<file path="config.mk">
export PLATFORM = sky130hd
export DESIGN_NAME = swtf_cell
export DESIGN_NICKNAME = d
export VERILOG_FILES = /design/src/design/stop_word_token_filter_core_assert.svh /design/src/design/swtf_pkg.sv /design/src/design/swtf_cell.sv
export SDC_FILE = /design/constraint.sdc
export NUM_CORES = 1
export LEC_CHECK = 0
export ABC_AREA = 1
export BUFFER_PORTS_ARGS = -buffer_cell sky130_fd_sc_hd__buf_4
export CORE_UTILIZATION = 55
export DETAILED_ROUTE_END_ITERATION = 8
export PLACE_DENSITY = 0.81
export SLEW_MARGIN = 20
export SYNTH_ARGS = -nofsm -noshare
export SYNTH_HDL_FRONTEND = slang
export SYNTH_SLANG_ARGS = --single-unit
</file>
<file path="constraint.sdc">
create_clock -name clk_i -period 3.2 [get_ports clk_i]
set_input_delay 0.32 -clock clk_i [delete_from_list [all_inputs] [get_ports clk_i]]
set_output_delay 0.32 -clock clk_i [all_outputs]
set_load 0.03 [all_outputs]
</file>
<file path="src/design/stop_word_token_filter_core_assert.svh">
// assertion helpers for the stop word token filter
`ifndef STOP_WORD_TOKEN_FILTER_CORE_ASSERT_SVH
`define STOP_WORD_TOKEN_FILTER_CORE_ASSERT_SVH

// property that must hold at every clock edge outside reset
`define SWTF_ASSERT(label, prop, msg) \
  label: assert property (@(posedge clk_i) disable iff (!rst_ni) (prop)) else $error(msg);

// implication from a trigger to a condition on the following clock edge
`define SWTF_ASSERT_NEXT(label, trig, cond, msg) \
  label: assert property (@(posedge clk_i) disable iff (!rst_ni) (trig) |=> (cond)) \
    else $error(msg);

`endif

</file>
<file path="src/design/swtf_pkg.sv">
// ----------------------------------------------------------------------------
// swtf_pkg
// shared types, codes and character helpers of the stop word token filter
// ----------------------------------------------------------------------------
package swtf_pkg;

  localparam int DefStopWords  = 64;
  localparam int DefMaxWordLen = 16;

  localparam logic [1:0] ModeStop  = 2'd0;
  localparam logic [1:0] ModeQuery = 2'd1;
  localparam logic [1:0] ModeEnd   = 2'd2;

  localparam logic [7:0] CharSpace = 8'd32;
  localparam logic [7:0] CharApos  = 8'd39;
  localparam logic [7:0] CharHyph  = 8'd45;

  typedef enum logic [1:0] {
    ST_IDLE,
    ST_PROBE,
    ST_EMIT
  } swtf_state_e;

  // strobes broadcast from the control to every cell
  typedef struct packed {
    logic load_we;
    logic commit;
    logic tok_we;
    logic tok_clear;
  } swtf_cell_cmd_t;

  function automatic logic is_load_space(input logic [7:0] c);
    return (c == CharSpace) || (c >= 8'd9 && c <= 8'd13);
  endfunction

  function automatic logic [7:0] to_lower(input logic [7:0] c);
    return (c >= 8'd65 && c <= 8'd90) ? c + 8'd32 : c;
  endfunction

  function automatic logic is_kept_char(input logic [7:0] c);
    return (c >= 8'd65 && c <= 8'd90) || (c >= 8'd97 && c <= 8'd122) ||
           (c >= 8'd48 && c <= 8'd57) || c == CharSpace || c == CharApos ||
           c == CharHyph;
  endfunction

endpackage

</file>
<file path="src/design/swtf_cell.sv">
// ----------------------------------------------------------------------------
// swtf_cell
// one stop word slot: stored word, running prefix match, match chain stage
// ----------------------------------------------------------------------------
module swtf_cell #(
  parameter int MaxWordLen = swtf_pkg::DefMaxWordLen,
  parameter int SlotW      = 6,
  parameter int CellIdx    = 0
) (
  input  logic                             clk_i,
  input  logic                             rst_ni,
  input  swtf_pkg::swtf_cell_cmd_t         cmd_i,
  input  logic [SlotW-1:0]                 slot_i,
  input  logic [$clog2(MaxWordLen)-1:0]    load_pos_i,
  input  logic [7:0]                       load_char_i,
  input  logic [$clog2(MaxWordLen+1)-1:0]  load_len_i,
  input  logic [$clog2(MaxWordLen)-1:0]    tok_pos_i,
  input  logic [7:0]                       tok_char_i,
  input  logic [$clog2(MaxWordLen+1)-1:0]  tok_len_i,
  input  logic [MaxWordLen*8-1:0]          tok_chars_i,
  input  logic                             hit_i,
  output logic                             hit_o
);
  import swtf_pkg::*;

  localparam int LenW = $clog2(MaxWordLen + 1);

  logic [7:0]      word_q [MaxWordLen];
  logic [LenW-1:0] len_q;
  logic            valid_q;
  logic            ok_q;
  logic            hit_q;
  logic            sel;
  logic            prefix_eq;
  logic            mine;

  assign sel = (slot_i == SlotW'(CellIdx));

  // whole prefix compare, used when a word is committed mid token
  always_comb begin
    prefix_eq = 1'b1;
    for (int k = 0; k < MaxWordLen; k++) begin
      if (LenW'(k) < tok_len_i && word_q[k] != tok_chars_i[k*8 +: 8]) begin
        prefix_eq = 1'b0;
      end
    end
  end

  assign mine = valid_q && ok_q && (len_q == tok_len_i);

  always_ff @(posedge clk_i) begin
    if (cmd_i.load_we && sel) begin
      word_q[load_pos_i] <= load_char_i;
    end
    if (cmd_i.commit && sel) begin
      len_q <= load_len_i;
    end
  end

  always_ff @(posedge clk_i or negedge rst_ni) begin
    if (!rst_ni) begin
      valid_q <= 1'b0;
      ok_q    <= 1'b1;
      hit_q   <= 1'b0;
    end else begin
      hit_q <= hit_i | mine;
      if (cmd_i.commit && sel) begin
        valid_q <= 1'b1;
        ok_q    <= prefix_eq;
      end else if (cmd_i.tok_clear) begin
        ok_q <= 1'b1;
      end else if (cmd_i.tok_we) begin
        ok_q <= ok_q && (word_q[tok_pos_i] == tok_char_i);
      end
    end
  end

  assign hit_o = hit_q;

endmodule

</file>
# After elaboration in Yosys (flattened, before gate mapping)
# Memories as Yosys holds them, arrays and structs flattened.
# Index checks and enable logic that the tools add are counted.
op_classes:
  add_sub_neg: 0
  mul: 0
  div_mod_pow: 0
  n_lt_le_gt_ge: 16
  eq_ne: 18
  shift: 0
  mux: 21
  bitwise_logic: 1
  reduce_logical: 23
ops:
  columns: ["operator", "n"]
  rows:
  - ["inequality test 8 bit", 16]
  - ["< comparator 4 x 5 -> 1 bit (first input constant)", 8]
  - ["logical AND 1 bit", 21]
  - ["2-to-1 mux 1 bit", 21]
  - ["< comparator 3 x 5 -> 1 bit (first input constant)", 4]
  - ["< comparator 1 x 5 -> 1 bit (first input constant)", 2]
  - ["< comparator 2 x 5 -> 1 bit (first input constant)", 2]
  - ["== test 8 bit", 1]
  - ["zero test 6 bit", 1]
  - ["== test 5 bit", 1]
  - ["nonzero test 3 bit", 1]
  - ["OR 1 bit", 1]
totals:
  reg_bits: 8
  latchBits: 0
  ramBits: 128
  rom_bits: 0
  out_inout_bits: 1
  memories: 1
mem_list:
  columns: ["memory", "depth", "word_bits", "read_ports", "rd_clocked_by_memory_dff", "wr", "line", "rtl"]
  rows:
  - ["word_q", 16, 8, 17, 0, 1, "swtf_cell.sv:28", "logic [7:0] word_q [MaxWordLen];"]

# Logic depth before layout (Yosys ltp)
# Gate-level depths: netlist of the first run.
logic_depth:
  word_depth: 19
  mapped_depth: 18
  depth_no_buf: 16

# Worst setup path after synthesis of the first run
# No wires, ideal clock.
synth_path:
  kind: "input -> register"
  from: "in slot_i[1]"
  to: "mem word_q[0][0], enable pin"
  arrival_ns: 1.688
  path_slack_ns: 1.141
  cell_stages: 6
  path_cell_list: "or4_1 > nor3_1 > nand2_1 > nor2_1 > nand2_1 > nor2_1"
synth_via:
  elab_chain_len: 4
synth_lines:
  columns: ["element", "line", "rtl"]
  rows:
  - ["start: declaration", "swtf_cell.sv:13", "input logic [SlotW-1:0] slot_i,"]
  - ["zero test 6 bit", "swtf_cell.sv:37", "assign sel = (slot_i == SlotW'(CellIdx));"]
  - ["logical AND 1 bit", "swtf_cell.sv:52", "if (cmd_i.load_we && sel) begin"]
  - ["2-to-1 mux 1 bit", "swtf_cell.sv:52", null]
  - ["2-to-1 mux 1 bit (not written as such)", "swtf_cell.sv:53", "word_q[load_pos_i] <= load_char_i;"]
  - ["end: declaration", "swtf_cell.sv:28", null]
# Every way passes these cells.

# Final worst setup path of the first run
layout_path:
  from: "in slot_i[1]"
  to: "mem word_q[14][2], enable pin"
# Same word-level chain as after synthesis.

==> metrics.yaml, run 1 <==
status: "finished, final reports clean"
cp.arrival_ns: 2.49
syn_avg_cell_area_um2: 8.94
grt_setup_unrepaired: "no"
ir_drop_uv: 386
start_util_pct: 56.2
antenna_found_initial: 0
n_antenna_cell: 0
dpl_cell_area_um2: 9180
required_ns: 3.26
path_max_fanout: 8
route.detailed.drc: 0
place_congestion: 0.965
synth_top_family_by_area: "simple AND/OR/NAND/NOR gates"
maxSlewHeadroom_pct: 49.0
synth.area.mux_share_pct: 0
finalMaxSlewViolations: 0
final-setup-viol-count: 0
clockBufferDepth: 2
grt_pass1_vias: 6468
hold_class: "in -> reg"
syn_nets: 1045
seq_area_frac_synth_pct: 52.3
end_kind: "register"
ys_types: 29
synth_flop_cell: "edfxtp_1"
multiInputGateArea_um2: 3200
fin_crit_sh_pct: 75.8
numCtsBuffers: 17
grt.total_usage_pct: 31.9
grt_pass1_wl_mm: 33.6
maxCapViolations: 0
seqCellArea_um2: 4070
die-area_um2: 14600
ant_nets: 0
nets: 1218
p_leak_nw: 4.20
dr.pass1.iters: 6
syn-cell-area_um2: 7780
yosys_warnings: 0
core_area_um2: 13800
synth_edf_count: 133
timing.setup.tns_ns: 0
wirelength_mm: 22.4
crit_type: "in -> reg"
viasPerCell: 5.56
regToRegSetupSlack_ns: 1.44
grt_max_degree: 56
cp-start-kind: "input port"
syn_inst: 870
die_x_um: 121
p_per_area_nw_per_um2: 461
cts-root-buf: "clkbuf_16"
cts-htree-levels: 4
rows: 43
routedWlPerCell_um: 18.1
async_flop_share_pct: 2.21
num_io_pins: 176
die_h_um: 121
dpl.hpwl_mm: 16.0
synth_seq_cells: 136
port_buffers: 175
synth_compound_area_share_pct: 3.41
synth-simple-area-share_pct: 27.0
skew_ns: 0.0103
tightest_slew_ns: 0.764
tritoncts: "done"
maxClockFrequency_mhz: 412
min_period_ns: 2.42
final_area_um2: 9820
yosys.area_share.adder_pct: 0
drive_gt1_share_pct: 23.6
clk_pin_slew_ns: 0.06
cts-resized-gates: 0
clock_latency_ns: 0.43
cts_sinks: 136
syn2layout_area_growth_pct: 26.2
n_fill_cell: 1038
synth-xor-area-share_pct: 10.7
hold_viol: 0
drtIter0Drc: 775
num_vias: 6876
overflow: 0
[metal layers]
| layer | global-route usage, % | wire length [um] | up-vias |
|---|---|---|---|
| met5 | 0 | 0 | - |
| met1 | 40.1 | 8260 | 3120 |
| met3 | 5.83 | 2610 | 64 |
| met2 | 53.8 | 10800 | 489 |
| met4 | 14.2 | 742 | 0 |
| li1 | - | - | 3203 |
[what timing repair did]
action                                 4_1_cts  5_1_grt
setup endpoints to repair                    0        0
endpoints found under the hold margin        3        0
setup buffers                                0        0
hold buffers                                 1        0
[registers in the layout (all words and copies together), names as in the netlist]
register,cells
word_q,128
len_q,5
hit_o,1
ok_q,1
valid_q,1
[critical path, cell delays in order]
cell and delay (ns):
buf_4 0.10, or4_1 0.52, nor3_1 0.49, nand2_1 0.14, nor2_1 0.16, nand2_1 0.16, nor2_1 0.59
[through the flow]
step                utilization (%)  power [mW]  instances  hold slack [ns]  setup slack [ns]
floorplan                         -        2.23        870           0.0244              1.14
global placement               66.4        2.49       1203            0.110             0.505
detailed placement             66.4        2.50       1203            0.110             0.419
CTS                            71.0        4.53       1236           0.0646             0.844
global route                   71.0        4.65       1236           0.0651             0.661
finish                         71.0        4.53       1236           0.0693             0.775
[path summary, 6_finish.rpt]
check / from / endpoint / cells after the start
worst min register to register: valid_q / valid_q / 1
worst max register to register: word_q[2][1] / ok_q / 9
worst min-delay path: load_len_i[3] / len_q[3] / 1
min in group asynchronous: rst_ni / valid_q / 2
worst max-delay path: slot_i[1] / word_q[14][2] / 7
max in group asynchronous: rst_ni / ok_q / 2
[synthesized netlist by cell type, types with 3 or more instances]
cell      number  share of area, %
nand2_1      229                11
edfxtp_1     133                51
nand3_1       96               6.2
inv_1         91               4.4
nor2_1        74               3.6
xnor2_1       74               8.3
or2_2         34               2.7
nand4_1       22               1.8
xor2_1        21               2.4
o21ai_0       17               1.1
buf_2         13              0.84
a21oi_1        8              0.51
o211ai_1       8              0.77
or2_1          8              0.64
nor3_1         6              0.39
o21ai_1        6              0.39
buf_6          5              0.72
clkbuf_1       5              0.24
nand3b_1       4              0.39
buf_4          3              0.29
[area by class of cell]
type	count	area share [%]
clock buffers	17	4.33
flip-flops and latches	136	41.5
multi-input cells	615	32.6
well taps	180	2.29
inverters	93	3.56
repair buffers	180	13.8
clock inverters	15	2.01
[report_power, final]
part | total (mW) | internal (mW) | switching, mW
Sequential | 1.96 | 1.96 | 0.00269
Combinational | 0.509 | 0.248 | 0.261
Clock | 2.06 | 1.30 | 0.753
[kinds of logic after synthesis]
logic type	Yosys count
xor+xnor	95
buf+inv	119
compound gates	44
flops	136
simple gates	476
[cell usage in the layout (no fill, tap or decap), drive strengths merged, types with 8 or more instances in the layout]
cell type / count
nand2: 229
nor2: 74
o21ai: 23
clkbuf: 17
buf: 179
inv: 96
nand4: 22
o211ai: 10
nand3: 96
xnor2: 74
a21oi: 8
edfxtp: 133
or2: 42
xor2: 21
No activity file was read; power rests on OpenSTA's default activity.
==> inputs of run 2 (changes only) <==
CORE_UTILIZATION = 50   (was 55)
PLACE_DENSITY = 0.78   (was 0.81)
clock period = 1.97 ns   (was 3.2 ns; I/O delays follow)
==> metrics.yaml, run 2 (synthesis results as in run 1) <==
multiInputGateArea_um2: 3200
clockBufferDepth: 2
cpLargestDelayFamily: "simple AND/OR/NAND/NOR gates"
cts-root-buf: "clkbuf_16"
grt_max_degree: 39
end_kind: "register"
die_x_um: 127
p_leak_nw: 4.35
ir_drop_uv: 682
viasPerCell: 5.42
maxCapViolations: 0
grt_pass1_vias: 6720
largest_reg_flops: 128
worst_slack_ns: 0.0954
required_ns: 2.10
tightest_slew_ns: 0.397
path_max_fanout: 8
reg.largest.list: "word_q (128), len_q (5)"
nets: 1248
cts_sinks: 136
fin_crit_sh_pct: 95.2
layout_commonest_cell: "nand2_1"
maxClockFrequency_mhz: 533
seqCellArea_um2: 4070
path_buf_inv: 2
hold_class: "in -> reg"
grt_pass1_wl_mm: 34.5
cp.arrival_ns: 2.01
num_vias: 6901
die_h_um: 127
maxSlewHeadroom_pct: 73.3
hold_viol: 0
n_antenna_cell: 0
cpMaxStageDelayCell: "or4_1"
route.detailed.drc: 0
overflow: 0
largest-register: "word_q"
p_per_area_nw_per_um2: 727
path_cells: "buf_4 > or4_1 > nor3_1 > nand2_2 > nor2_1 > nand2_1 > nor2_1 > buf_4"
start_util_pct: 51.2
dpl_cell_area_um2: 9420
core_area_um2: 15200
grt_setup_unrepaired: "no"
cts_setup_buffers: 0
grt.total_usage_pct: 29.4
final_area_um2: 10100
die-area_um2: 16100
finalMaxSlewViolations: 0
clock_latency_ns: 0.42
dr.pass1.iters: 6
ant_nets: 0
clk_pin_slew_ns: 0.06
dpl.hpwl_mm: 16.7
skew_ns: 0.00637
port_buffers: 175
wirelength_mm: 22.9
crit_type: "in -> reg"
slowest_delay_ns: 0.54
status: "finished, final reports clean"
timing.hold.ws_ns: 0.0162
antenna_found_initial: 0
syn2layout_area_growth_pct: 30.0
drtIter0Drc: 666
n_fill_cell: 1187
layout_common_cells: "nand2_1 (228), buf_4 (199), edfxtp_1 (133)"
min_period_ns: 1.87
tritoncts: "done"
fin_cells: 1274
numCtsBuffers: 17
place_congestion: 0.921
drive_gt1_share_pct: 25.1
power.total_mw: 7.35
cp-start-kind: "input port"
post-place-ws_ns: -0.219
rows: 45
post-place-cells: 1235
cts-htree-levels: 4
num_io_pins: 176
routedWlPerCell_um: 18.0
final-setup-viol-count: 0
[run 2: cell count changes in the layout (fill, tap and decap cells not counted), moves of 2 or more]
cell,delta
buf_12,+4
buf_4,+20
clkinvlp_4,+2
dlygate4sd3_1,+6
inv_6,-3
[run 2: area by class of cell]
type                    instances  share of cell area, %
flip-flops and latches        136                   40.3
multi-input cells             615                   31.7
repair buffers                210                   16.3
clock buffers                  18                   4.25
inverters                      93                   3.45
well taps                     188                   2.33
clock inverters                14                   1.79
[run 2: per-layer routing]
metal  routed length (um)  GRT usage, %  share of wire, %
met1                 8890          37.6                39
met2                10500          47.7                46
met3                 2740          6.96                12
met4                  707          13.0               3.1
met5                    0             0                 0
[run 2: timing repair]
action                                 4_1_cts  5_1_grt
endpoints found under the hold margin        9        0
gates resized for setup                      0        2
hold buffers                                 7        0
setup endpoints to repair                    0       10
[run 2: power by group]
group	leakage (nW)	total, mW	switching [mW]	internal, mW
clock	0.287	3.29	1.19	2.10
sequential	1.23	3.19	0.00518	3.18
combinational	2.84	0.867	0.431	0.436
[run 2: path summary, 6_finish.rpt]
kind                       slack (ns)  depth (start not counted)            end    startpoint
max                               0.1                          8  word_q[14][2]     slot_i[1]
min                              0.02                          4           ok_q      cmd_i[1]
max reg2reg                      0.17                          9           ok_q  word_q[7][2]
min reg2reg                      0.49                          2           ok_q          ok_q
max in group asynchronous        1.68                          2           ok_q        rst_ni
min in group asynchronous        0.10                          2        valid_q        rst_ni
[run 2: worst min-delay path: stages]
cell and delay, ns:
buf_4 0.08, nand2_1 0.05, nand2_1 0.05, a21oi_1 0.05
[run 2: stage by stage]
stage          setup TNS, ns  util [%]
3_5_place_dp          -24.19      62.0
6_report                   0      66.5
4_1_cts                    0      66.5
3_3_place_gp          -17.52      62.0
2_1_floorplan              0         -
5_1_grt                    0      66.5
